==> src/rtl/core/vcgw_pkg.sv <==
// ----------------------------------------------------------------------------
// vcgw_pkg
// Shared types and constants for the velocity command gate with watchdog.
// ----------------------------------------------------------------------------
package vcgw_pkg;

    localparam int unsigned FWD_W     = 15;
    localparam int unsigned VEL_W     = 16;
    localparam int unsigned TIME_W    = 32;
    localparam int unsigned TMO_W     = 18;
    localparam int unsigned CFG_W     = 18;
    localparam int unsigned CFG_ADR_W = 2;
    localparam int unsigned IN_DATA_W = 128;
    localparam int unsigned OUT_DATA_W = 32;

    // register reset values
    localparam logic [FWD_W-1:0] MAX_FORWARD_RST = 15'd200;
    localparam logic [FWD_W-1:0] MAX_TURN_RST    = 15'd250;
    localparam logic [TMO_W-1:0] TIMEOUT_RST     = 18'd120000;

    // item kind carried in tuser
    typedef enum logic {
        FUNC_CMD = 1'b0,
        FUNC_PUB = 1'b1
    } func_t;

    // configuration register indexes
    typedef enum logic [CFG_ADR_W-1:0] {
        REG_MAX_FORWARD = 2'd0,
        REG_MAX_TURN    = 2'd1,
        REG_TIMEOUT     = 2'd2
    } reg_idx_t;

    // limited velocity command
    typedef struct packed {
        logic [FWD_W-1:0]        forward;
        logic signed [VEL_W-1:0] turn;
    } cmd_t;

    // raw command fields of one input transfer
    typedef struct packed {
        logic signed [VEL_W-1:0] ang_z;
        logic signed [VEL_W-1:0] ang_y;
        logic signed [VEL_W-1:0] ang_x;
        logic signed [VEL_W-1:0] lin_z;
        logic signed [VEL_W-1:0] lin_y;
        logic signed [VEL_W-1:0] lin_x;
        logic [TIME_W-1:0]       now_us;
    } item_t;

    // update request from the datapath to the watchdog state
    typedef struct packed {
        logic              upd;
        logic [TIME_W-1:0] now_us;
    } wd_ctrl_t;

endpackage

==> src/rtl/core/vcgw_limit.sv <==
// ----------------------------------------------------------------------------
// vcgw_limit
// Validity check and limiting of one velocity command.
// ----------------------------------------------------------------------------
module vcgw_limit import vcgw_pkg::*; (
    input  item_t            item,
    input  logic [FWD_W-1:0] max_forward,
    input  logic [FWD_W-1:0] max_turn,
    output cmd_t             cmd
);

    logic                    valid_cmd;
    logic [FWD_W-1:0]        fwd_raw;
    logic [FWD_W-1:0]        fwd_cap;
    logic signed [VEL_W-1:0] lim_pos;
    logic signed [VEL_W-1:0] lim_neg;
    logic signed [VEL_W-1:0] turn_clamp;

    // only forward motion and yaw are allowed
    assign valid_cmd = !item.lin_x[VEL_W-1] && (item.lin_y == '0) && (item.lin_z == '0)
                       && (item.ang_x == '0) && (item.ang_y == '0);

    // forward speed cap
    assign fwd_raw = item.lin_x[FWD_W-1:0];
    assign fwd_cap = (fwd_raw < max_forward) ? fwd_raw : max_forward;

    // symmetric turn clamp; limit fits 15 bits so the negation never overflows
    assign lim_pos = $signed({1'b0, max_turn});
    assign lim_neg = -lim_pos;

    always_comb begin
        if (item.ang_z > lim_pos) begin
            turn_clamp = lim_pos;
        end else if (item.ang_z < lim_neg) begin
            turn_clamp = lim_neg;
        end else begin
            turn_clamp = item.ang_z;
        end
    end

    // rejected commands are held as all zero
    assign cmd.forward = valid_cmd ? fwd_cap : '0;
    assign cmd.turn    = valid_cmd ? turn_clamp : '0;

endmodule

==> src/rtl/core/vcgw_watchdog.sv <==
// ----------------------------------------------------------------------------
// vcgw_watchdog
// Held command, time stamp and freshness check for publish requests.
// ----------------------------------------------------------------------------
module vcgw_watchdog import vcgw_pkg::*; (
    input  logic              aclk,
    input  logic              aresetn,
    input  wd_ctrl_t          ctrl,
    input  cmd_t              cmd_in,
    input  logic [TIME_W-1:0] pub_now_us,
    input  logic [TMO_W-1:0]  timeout_us,
    output cmd_t              pub_cmd
);

    cmd_t              held_reg;
    cmd_t              held_next;
    logic [TIME_W-1:0] stamp_reg;
    logic [TIME_W-1:0] stamp_next;
    logic              got_reg;
    logic              got_next;
    logic [TIME_W-1:0] age;
    logic              fresh;

    // every command, accepted or rejected, restamps the hold
    always_comb begin
        held_next  = held_reg;
        stamp_next = stamp_reg;
        got_next   = got_reg;
        if (ctrl.upd) begin
            held_next  = cmd_in;
            stamp_next = ctrl.now_us;
            got_next   = 1'b1;
        end
    end

    always_ff @(posedge aclk) begin
        if (!aresetn) begin
            held_reg  <= '0;
            stamp_reg <= '0;
            got_reg   <= 1'b0;
        end else begin
            held_reg  <= held_next;
            stamp_reg <= stamp_next;
            got_reg   <= got_next;
        end
    end

    // wrapping age; an earlier time reads as a very large age
    assign age   = pub_now_us - stamp_reg;
    assign fresh = got_reg && (age <= {{(TIME_W-TMO_W){1'b0}}, timeout_us});

    assign pub_cmd = fresh ? held_reg : '0;

endmodule

==> src/rtl/core/velocity_command_gate_watchdog_top.sv <==
// Publish path: a publish request passes the input register, then the result register,
//   where its result is offered; it waits in the input register while the result slot is full.
// Throughput: one item per cycle while no publish is stalled; the single-pass datapath
//   between the two registers sets this, and a command never waits on the result side.
// Reset: synchronous, active low; clears the held command, the stamp, both valid
//   flags, and returns the three configuration registers to their defaults.
// ----------------------------------------------------------------------------
// velocity_command_gate_watchdog_top
// Velocity command gate with timeout watchdog, stream in and stream out.
// ----------------------------------------------------------------------------
module velocity_command_gate_watchdog_top import vcgw_pkg::*; (
    input  logic                  aclk,
    input  logic                  aresetn,
    // configuration write port
    input  logic                  cfg_wr_en,
    input  logic [CFG_ADR_W-1:0]  cfg_addr,
    input  logic [CFG_W-1:0]      cfg_wdata,
    // input stream
    input  logic                  s_tvalid,
    output logic                  s_tready,
    input  logic [IN_DATA_W-1:0]  s_tdata,   // now_us, lin_x, lin_y, lin_z, ang_x, ang_y, ang_z
    input  logic                  s_tuser,   // func
    // result stream
    output logic                  m_tvalid,
    input  logic                  m_tready,
    output logic [OUT_DATA_W-1:0] m_tdata    // out_forward, out_turn, one zero pad bit
);

    logic [FWD_W-1:0] max_forward_reg;
    logic [FWD_W-1:0] max_turn_reg;
    logic [TMO_W-1:0] timeout_reg;

    logic  in_valid_reg;
    func_t in_func_reg;
    item_t in_item_reg;

    logic  m_valid_reg;
    logic  m_valid_next;
    cmd_t  m_cmd_reg;

    logic     out_free;
    logic     in_consume;
    logic     is_cmd;
    cmd_t     lim_cmd;
    cmd_t     pub_cmd;
    wd_ctrl_t wd_ctrl;

    // configuration registers
    always_ff @(posedge aclk) begin
        if (!aresetn) begin
            max_forward_reg <= MAX_FORWARD_RST;
            max_turn_reg    <= MAX_TURN_RST;
            timeout_reg     <= TIMEOUT_RST;
        end else if (cfg_wr_en) begin
            case (reg_idx_t'(cfg_addr))
                REG_MAX_FORWARD: max_forward_reg <= cfg_wdata[FWD_W-1:0];
                REG_MAX_TURN:    max_turn_reg    <= cfg_wdata[FWD_W-1:0];
                REG_TIMEOUT:     timeout_reg     <= cfg_wdata[TMO_W-1:0];
                default:         ;
            endcase
        end
    end

    // handshake: a command always drains, a publish needs a free result slot
    assign out_free   = !m_valid_reg || m_tready;
    assign is_cmd     = (in_func_reg == FUNC_CMD);
    assign in_consume = in_valid_reg && (is_cmd || out_free);
    assign s_tready   = !in_valid_reg || in_consume;

    // input register
    always_ff @(posedge aclk) begin
        if (!aresetn) begin
            in_valid_reg <= 1'b0;
        end else if (s_tready) begin
            in_valid_reg <= s_tvalid;
        end
    end

    always_ff @(posedge aclk) begin
        if (s_tvalid && s_tready) begin
            in_func_reg <= func_t'(s_tuser);
            in_item_reg <= item_t'(s_tdata);
        end
    end

    // command limiting
    vcgw_limit u_limit (
        .item        (in_item_reg),
        .max_forward (max_forward_reg),
        .max_turn    (max_turn_reg),
        .cmd         (lim_cmd)
    );

    // hold and freshness
    assign wd_ctrl.upd    = in_consume && is_cmd;
    assign wd_ctrl.now_us = in_item_reg.now_us;

    vcgw_watchdog u_watchdog (
        .aclk       (aclk),
        .aresetn    (aresetn),
        .ctrl       (wd_ctrl),
        .cmd_in     (lim_cmd),
        .pub_now_us (in_item_reg.now_us),
        .timeout_us (timeout_reg),
        .pub_cmd    (pub_cmd)
    );

    // result register
    always_comb begin
        m_valid_next = m_valid_reg && !m_tready;
        if (in_consume && !is_cmd) begin
            m_valid_next = 1'b1;
        end
    end

    always_ff @(posedge aclk) begin
        if (!aresetn) begin
            m_valid_reg <= 1'b0;
        end else begin
            m_valid_reg <= m_valid_next;
        end
    end

    always_ff @(posedge aclk) begin
        if (in_consume && !is_cmd) begin
            m_cmd_reg <= pub_cmd;
        end
    end

    assign m_tvalid = m_valid_reg;
    assign m_tdata  = {1'b0, m_cmd_reg.turn, m_cmd_reg.forward};

endmodule

==> config.mk <==
export PLATFORM = sky130hd
export DESIGN_NAME = velocity_command_gate_watchdog_top
export DESIGN_NICKNAME = d
export VERILOG_FILES = /design/src/rtl/core/vcgw_pkg.sv /design/src/rtl/core/vcgw_limit.sv /design/src/rtl/core/vcgw_watchdog.sv /design/src/rtl/core/velocity_command_gate_watchdog_top.sv
export SDC_FILE = /design/constraint.sdc
export NUM_CORES = 1
export LEC_CHECK = 0
export ABC_AREA = 1
export ABC_CLOCK_PERIOD_IN_PS = 15150
export BUFFER_PORTS_ARGS = -buffer_cell sky130_fd_sc_hd__buf_2
export CORE_ASPECT_RATIO = 2
export CORE_MARGIN = 4
export CORE_UTILIZATION = 60
export DETAILED_ROUTE_END_ITERATION = 6
export PLACE_DENSITY = 0.83
export SLEW_MARGIN = 40
export SYNTH_ARGS = -nofsm -noshare
export SYNTH_HDL_FRONTEND = slang
export SYNTH_SLANG_ARGS = --single-unit
==> constraint.sdc <==
create_clock -name aclk -period 15.15 [get_ports aclk]
set_input_delay 0.7575 -clock aclk [delete_from_list [all_inputs] [get_ports aclk]]
set_output_delay 0.7575 -clock aclk [all_outputs]
set_load 0.02 [all_outputs]
After elaboration in Yosys (flattened, before gate mapping):

Cells that the tools add are included.

* word-level logic and storage cells: 59
* register bits: 274

* eq/ne operators: 2
* $lt $le $gt $ge: 4
* reductions and logical operators: 25
* multiplexer cells: 6
* bitwise logic cells: 1
* add/subtract/negate cells: 2

Operators by type and width (count)
* 16-bit logical NOT: 4
* 16-bit two-way mux: 3
* 32-bit by 18-bit less-or-equal comparator with 1-bit output: 1
* 32-bit subtractor: 1
* 15-bit two-way mux: 2
* 16-bit > comparator: 1
* 16-bit < comparator: 1
* 15-bit negation with 16-bit output: 1
* 15-bit < comparator: 1
* 1-bit logical AND: 10
* 2-bit AND reduction: 3
* 1-bit logical NOT: 4
* 1-bit logical OR: 3
* 2-bit by 1-bit equality test with 1-bit output, second input constant: 1
* 2-bit equality test, second input constant: 1
* 2-bit logical NOT: 1
* 1-bit two-way mux: 1
* 1-bit NOT: 1

Longest topological paths before layout:

* depth in word-level cells: 6
* gate-level depth with buffers: 25

By module:

Synthesis repeated with hierarchy kept, for this count alone.

* cells, all modules: 1784
* area total of the unflattened synthesis: 14740.4 um2

Modules (own cells, without submodules)
* velocity_command_gate_watchdog_top: cells an instance 459, area an instance 6830.3 um2, times used 1
* vcgw_watchdog: cells an instance 902, area an instance 5439.0 um2, times used 1
* vcgw_limit: cells an instance 423, area an instance 2471.1 um2, times used 1

Worst setup path before layout:

Ideal clock, no wire load.

* path type: input to register
* start point: input port m_tready
* end point: register in_func_reg, enable pin
* arrival time: 6.298 ns
* stages: 4
* setup time: 0.621 ns
* path slack: 8.232 ns
* path buffers: 0
* required time: 14.529 ns
* cell sequence: nor2_1 inv_1 nor2_1 nor2_1

* word-level cells in the longest chain between the ends: 5

RTL lines
* start: declaration: RTL line velocity_command_gate_watchdog_top.sv:25 `input logic m_tready,`
* 1-bit logical OR: RTL line velocity_command_gate_watchdog_top.sv:65 `assign out_free = !m_valid_reg || m_tready;`
* 1-bit logical OR: RTL line velocity_command_gate_watchdog_top.sv:67 `assign in_consume = in_valid_reg && (is_cmd || out_free);`
* 1-bit logical AND: RTL line velocity_command_gate_watchdog_top.sv:67
* 1-bit logical OR: RTL line velocity_command_gate_watchdog_top.sv:68 `assign s_tready = !in_valid_reg || in_consume;`
* 1-bit logical AND: RTL line velocity_command_gate_watchdog_top.sv:80 `if (s_tvalid && s_tready) begin`
* end signal: assignment: RTL line velocity_command_gate_watchdog_top.sv:81 `in_func_reg <= func_t'(s_tuser);`
* end: declaration: RTL line velocity_command_gate_watchdog_top.sv:34 `func_t in_func_reg;`

No other way between the ends.
A chain may end at the register's enable or synchronous reset.

Final worst setup path:

* start point: register max_turn_reg[0]
* end point: register u_watchdog.held_reg[0] (netlist name)

* word-level cells in the longest chain between the ends: 5
* elaborated cells between the ends (all ways): 6

RTL lines
* start: declaration: RTL line velocity_command_gate_watchdog_top.sv:30 `logic [FWD_W-1:0] max_turn_reg;`
* start signal: assignment: RTL line velocity_command_gate_watchdog_top.sv:57 `REG_MAX_TURN: max_turn_reg <= cfg_wdata[FWD_W-1:0];`
* 15-bit negation with 16-bit output: RTL line vcgw_limit.sv:29 `assign lim_neg = -lim_pos;`
* 16-bit < comparator: RTL line vcgw_limit.sv:34 `end else if (item.ang_z < lim_neg) begin`
* 16-bit two-way mux: RTL line vcgw_limit.sv:34
* 16-bit two-way mux *: RTL line vcgw_limit.sv:32 `if (item.ang_z > lim_pos) begin`
* 16-bit two-way mux *: RTL line vcgw_limit.sv:43 `assign cmd.turn = valid_cmd ? turn_clamp : '0;`
* end signal: assignment: RTL line vcgw_watchdog.sv:42 `held_reg <= held_next;`
* end: declaration: RTL line vcgw_watchdog.sv:15 `cmd_t held_reg;`

Mark *: on every way between the ends. The rest lies on a longest branch, timed or not.

==> results.md <==
- Status: complete, no violations
- Synth Net Count: 1858
- Clock transition at the registers of the reported paths: 0.07 ns
- ANT nets after route: 0
- Share of cells above drive strength 1: 16.74%
- Sequential share of power: 48.2%
- Finished Cell Area: 0.01611 mm2
- Die area: 0.02602 mm2
- Clk_lat worst skew: 0.53 ns
- Seq/Total Area, Yosys: 50.56%
- Gate Count Post-Synth: 1609
- Netlist cell types: 43
- Placer Congestion: 1.029
- Tmin final: 3.930 ns
- Sequential cell area: 0.007087 mm2
- Top cells by area, synth: edfxtp_1 (34%), dfxtp_1 (16%), nand2_1 (9.3%)
- H-Tree Depth: 1
- First-pass GRT wire length: 57.66 mm
- P per Cell Area: 108.3 mW/mm2
- Fin worst setup slack: 11.22 ns
- Internal power: 1.287 mW
- Final period utilization: 25.94%
- DRT Pass-1 Iters: 6
- Area of the multi-input gates: 0.005824 mm2
- Rel. slew slack: 50.92%
- Final Skew: 0.01485 ns
- Num CTS Buffers: 24
- Total vias in the final route: 11640
- Setup TNS: 0 ns
- Worst EP arrival: 4.38 ns
- Die Wd: 116.1 um
- Critical Path RT: 15.60 ns
- # IOs: 188
- Leak: 6.958 nW
- Mean Syn Cell Area: 8.712 um2
- Post-synth EDFFs: 160
- Top cell type's share of synthesized area: 34.28%
- Area grow syn2layout: 14.91%
- Congestion Overflow GR: 0
- Synth Cell Area: 0.01402 mm2
- Post-CTS setup buffer count: 0
- Starting density of the core: 61.38%
- Maximum clock rate: 254.5 MHz
- Post_cts resized: 0
- Fin nets: 2035
- Largest net degree at the start of global routing: 96
- DRC viols: 0
- Total GRT Usage: 28.52%
- Placed cells: 2040
- WL/cell: 17.73 um
- Final cell count without fillers: 2087
- Finish-stage setup viols: 0
- Post-DP HPWL: 27.99 mm
- Routed vias/inst: 5.577
- DIE HEIGHT: 224.2 um
- DR iter-0 viols: 787
- Clk pwr share: 37.5%
- Max reg flops: 128
- Final core occ: 70.53%
- Total design power: 1.745 mW
- FILL cells: 1853
- Worst hold slack: 0.3975 ns
- Antenna violations before repair: 3
- Hold Path Class: in -> reg
- WL final: 37.00 mm
- Core box area: 0.02284 mm2
- Comb power frac: 14.3%
- Sink Count: 274
- Max cap viols: 0
- CTS tree: done
- Startpoint types: flip-flop
- Most frequent cells after synthesis: nand2_1 (348), inv_1 (243), edfxtp_1 (160), a21oi_1 (151), dfxtp_1 (114)
- Synthesis-stage register bit count: 274
- Count of warnings emitted by yosys: 0
- CP max FO: 17
- Unrepaired setup endpoints after global routing: false
- Placed Area: 0.01522 mm2
- Crit. End Element: flip-flop
- FP Rows: 78
- Dpl ws: 11.38 ns
- Ys async rst share: 0%
- Worst slew pin tran: 0.7322 ns
- IO Port Bufs: 186
- Primary FF master, synth: edfxtp_1
- Switching share of power: 26.22%
- Most numerous cell in the Yosys netlist: nand2_1
- Net Switching: 457.4 uW
- Clock Tree Buf Depth: 3
- VDD IR max: 0.1174 mV
- Cts hold-fix bufs: 0
- Final max-slew violation count: 0
- Flop2flop setup slack: 11.22 ns
- Vias in the first global route: 11920
- Final hold vios: 0
- Area leader, netlist: edfxtp_1
- Critical path type: reg -> reg
- CTS root buf: clkbuf_16
-- cells by family (layout without fill, tap and decap cells) --
group / count (synthesis) / count (layout) / synth area share [%]
xor gates and xnor gates: 25 / 25 / 1.562
DFF: 274 / 274 / 50.56
buffers and inverters: 296 / 491 / 8.150
other: 1 / 4 / 0.02675
and+or+nand+nor: 637 / 637 / 20.30
AOI/OAI and AO/OA: 281 / 281 / 10.87
adders and majority gates: 95 / 95 / 8.533
-- final timing paths --
| path | startpoint | endpoint | depth (start not counted) |
|---|---|---|---|
| max reg2reg | max_turn_reg[0]$_SDFFE_PN0P_ | u_watchdog.held_reg[0]$_SDFFE_PN0P_ | 17 |
| min | s_tdata[14] | in_item_reg[14]$_DFFE_PP_ | 1 |
| max | max_turn_reg[0]$_SDFFE_PN0P_ | u_watchdog.held_reg[0]$_SDFFE_PN0P_ | 17 |
| min reg2reg | u_watchdog.stamp_reg[8]$_SDFFE_PN0P_ | u_watchdog.stamp_reg[8]$_SDFFE_PN0P_ | 2 |
-- cell usage in the layout, fill, tap and decap left out, drive strengths merged, types with 10 or more instances in the layout --
cell	Yosys	final
o21ai	83	83
nand4	27	27
nand2	354	354
o211ai	34	34
inv	246	247
ha	94	94
nand3	81	81
nand3b	10	10
buf	10	194
xor2	22	22
clkinv	6	10
clkbuf	34	32
a21oi	153	153
dfxtp	114	114
nor3	15	15
nor4	20	20
edfxtp	160	160
nor2	122	122
-- final cells by class --
type / count / share of cell area [%]
diodes: 3 / 0.04661
well taps: 280 / 2.175
clock buffers: 31 / 4.482
clock inverters: 13 / 0.9011
flip-flops and latches: 274 / 44.00
multi-input cells: 1039 / 36.16
repair buffers: 195 / 6.354
inverters: 252 / 5.881
-- power groups by stage --
stage / sequential, mW / combinational, mW / clock [mW]
after floorplan: 0.855 / 0.168 / 0
after global placement: 0.855 / 0.238 / 0
after detailed placement: 0.856 / 0.245 / 0
after CTS: 0.840 / 0.247 / 0.665
after global routing: 0.843 / 0.283 / 0.697
final: 0.841 / 0.249 / 0.655
-- critical path: stages (launching register included) --
cell and delay (ns):
dfxtp_1 0.33, inv_1 0.17, ha_1 0.26, nand3_1 0.14, o21ai_0 0.26, inv_1 0.06
nor2_1 0.25, inv_1 0.09, ha_1 0.19, a21oi_1 0.11, o21ai_0 0.11, a21oi_1 0.19
nand3_1 0.47, nand2_1 0.68, nand2_1 0.11, nand2_1 0.09, nand3_1 0.17, a21oi_1 0.17
-- metal layers --
metal  up-vias  GRT usage (%)  part of all wire (%)
li1       5721              -                     -
met1      5372          27.11                    32
met2       397          54.90                    55
met3       149          3.596                   5.0
met4         0          18.36                   7.5
met5         -              0                     0
Note: power is estimated with default switching activity, not from simulation.
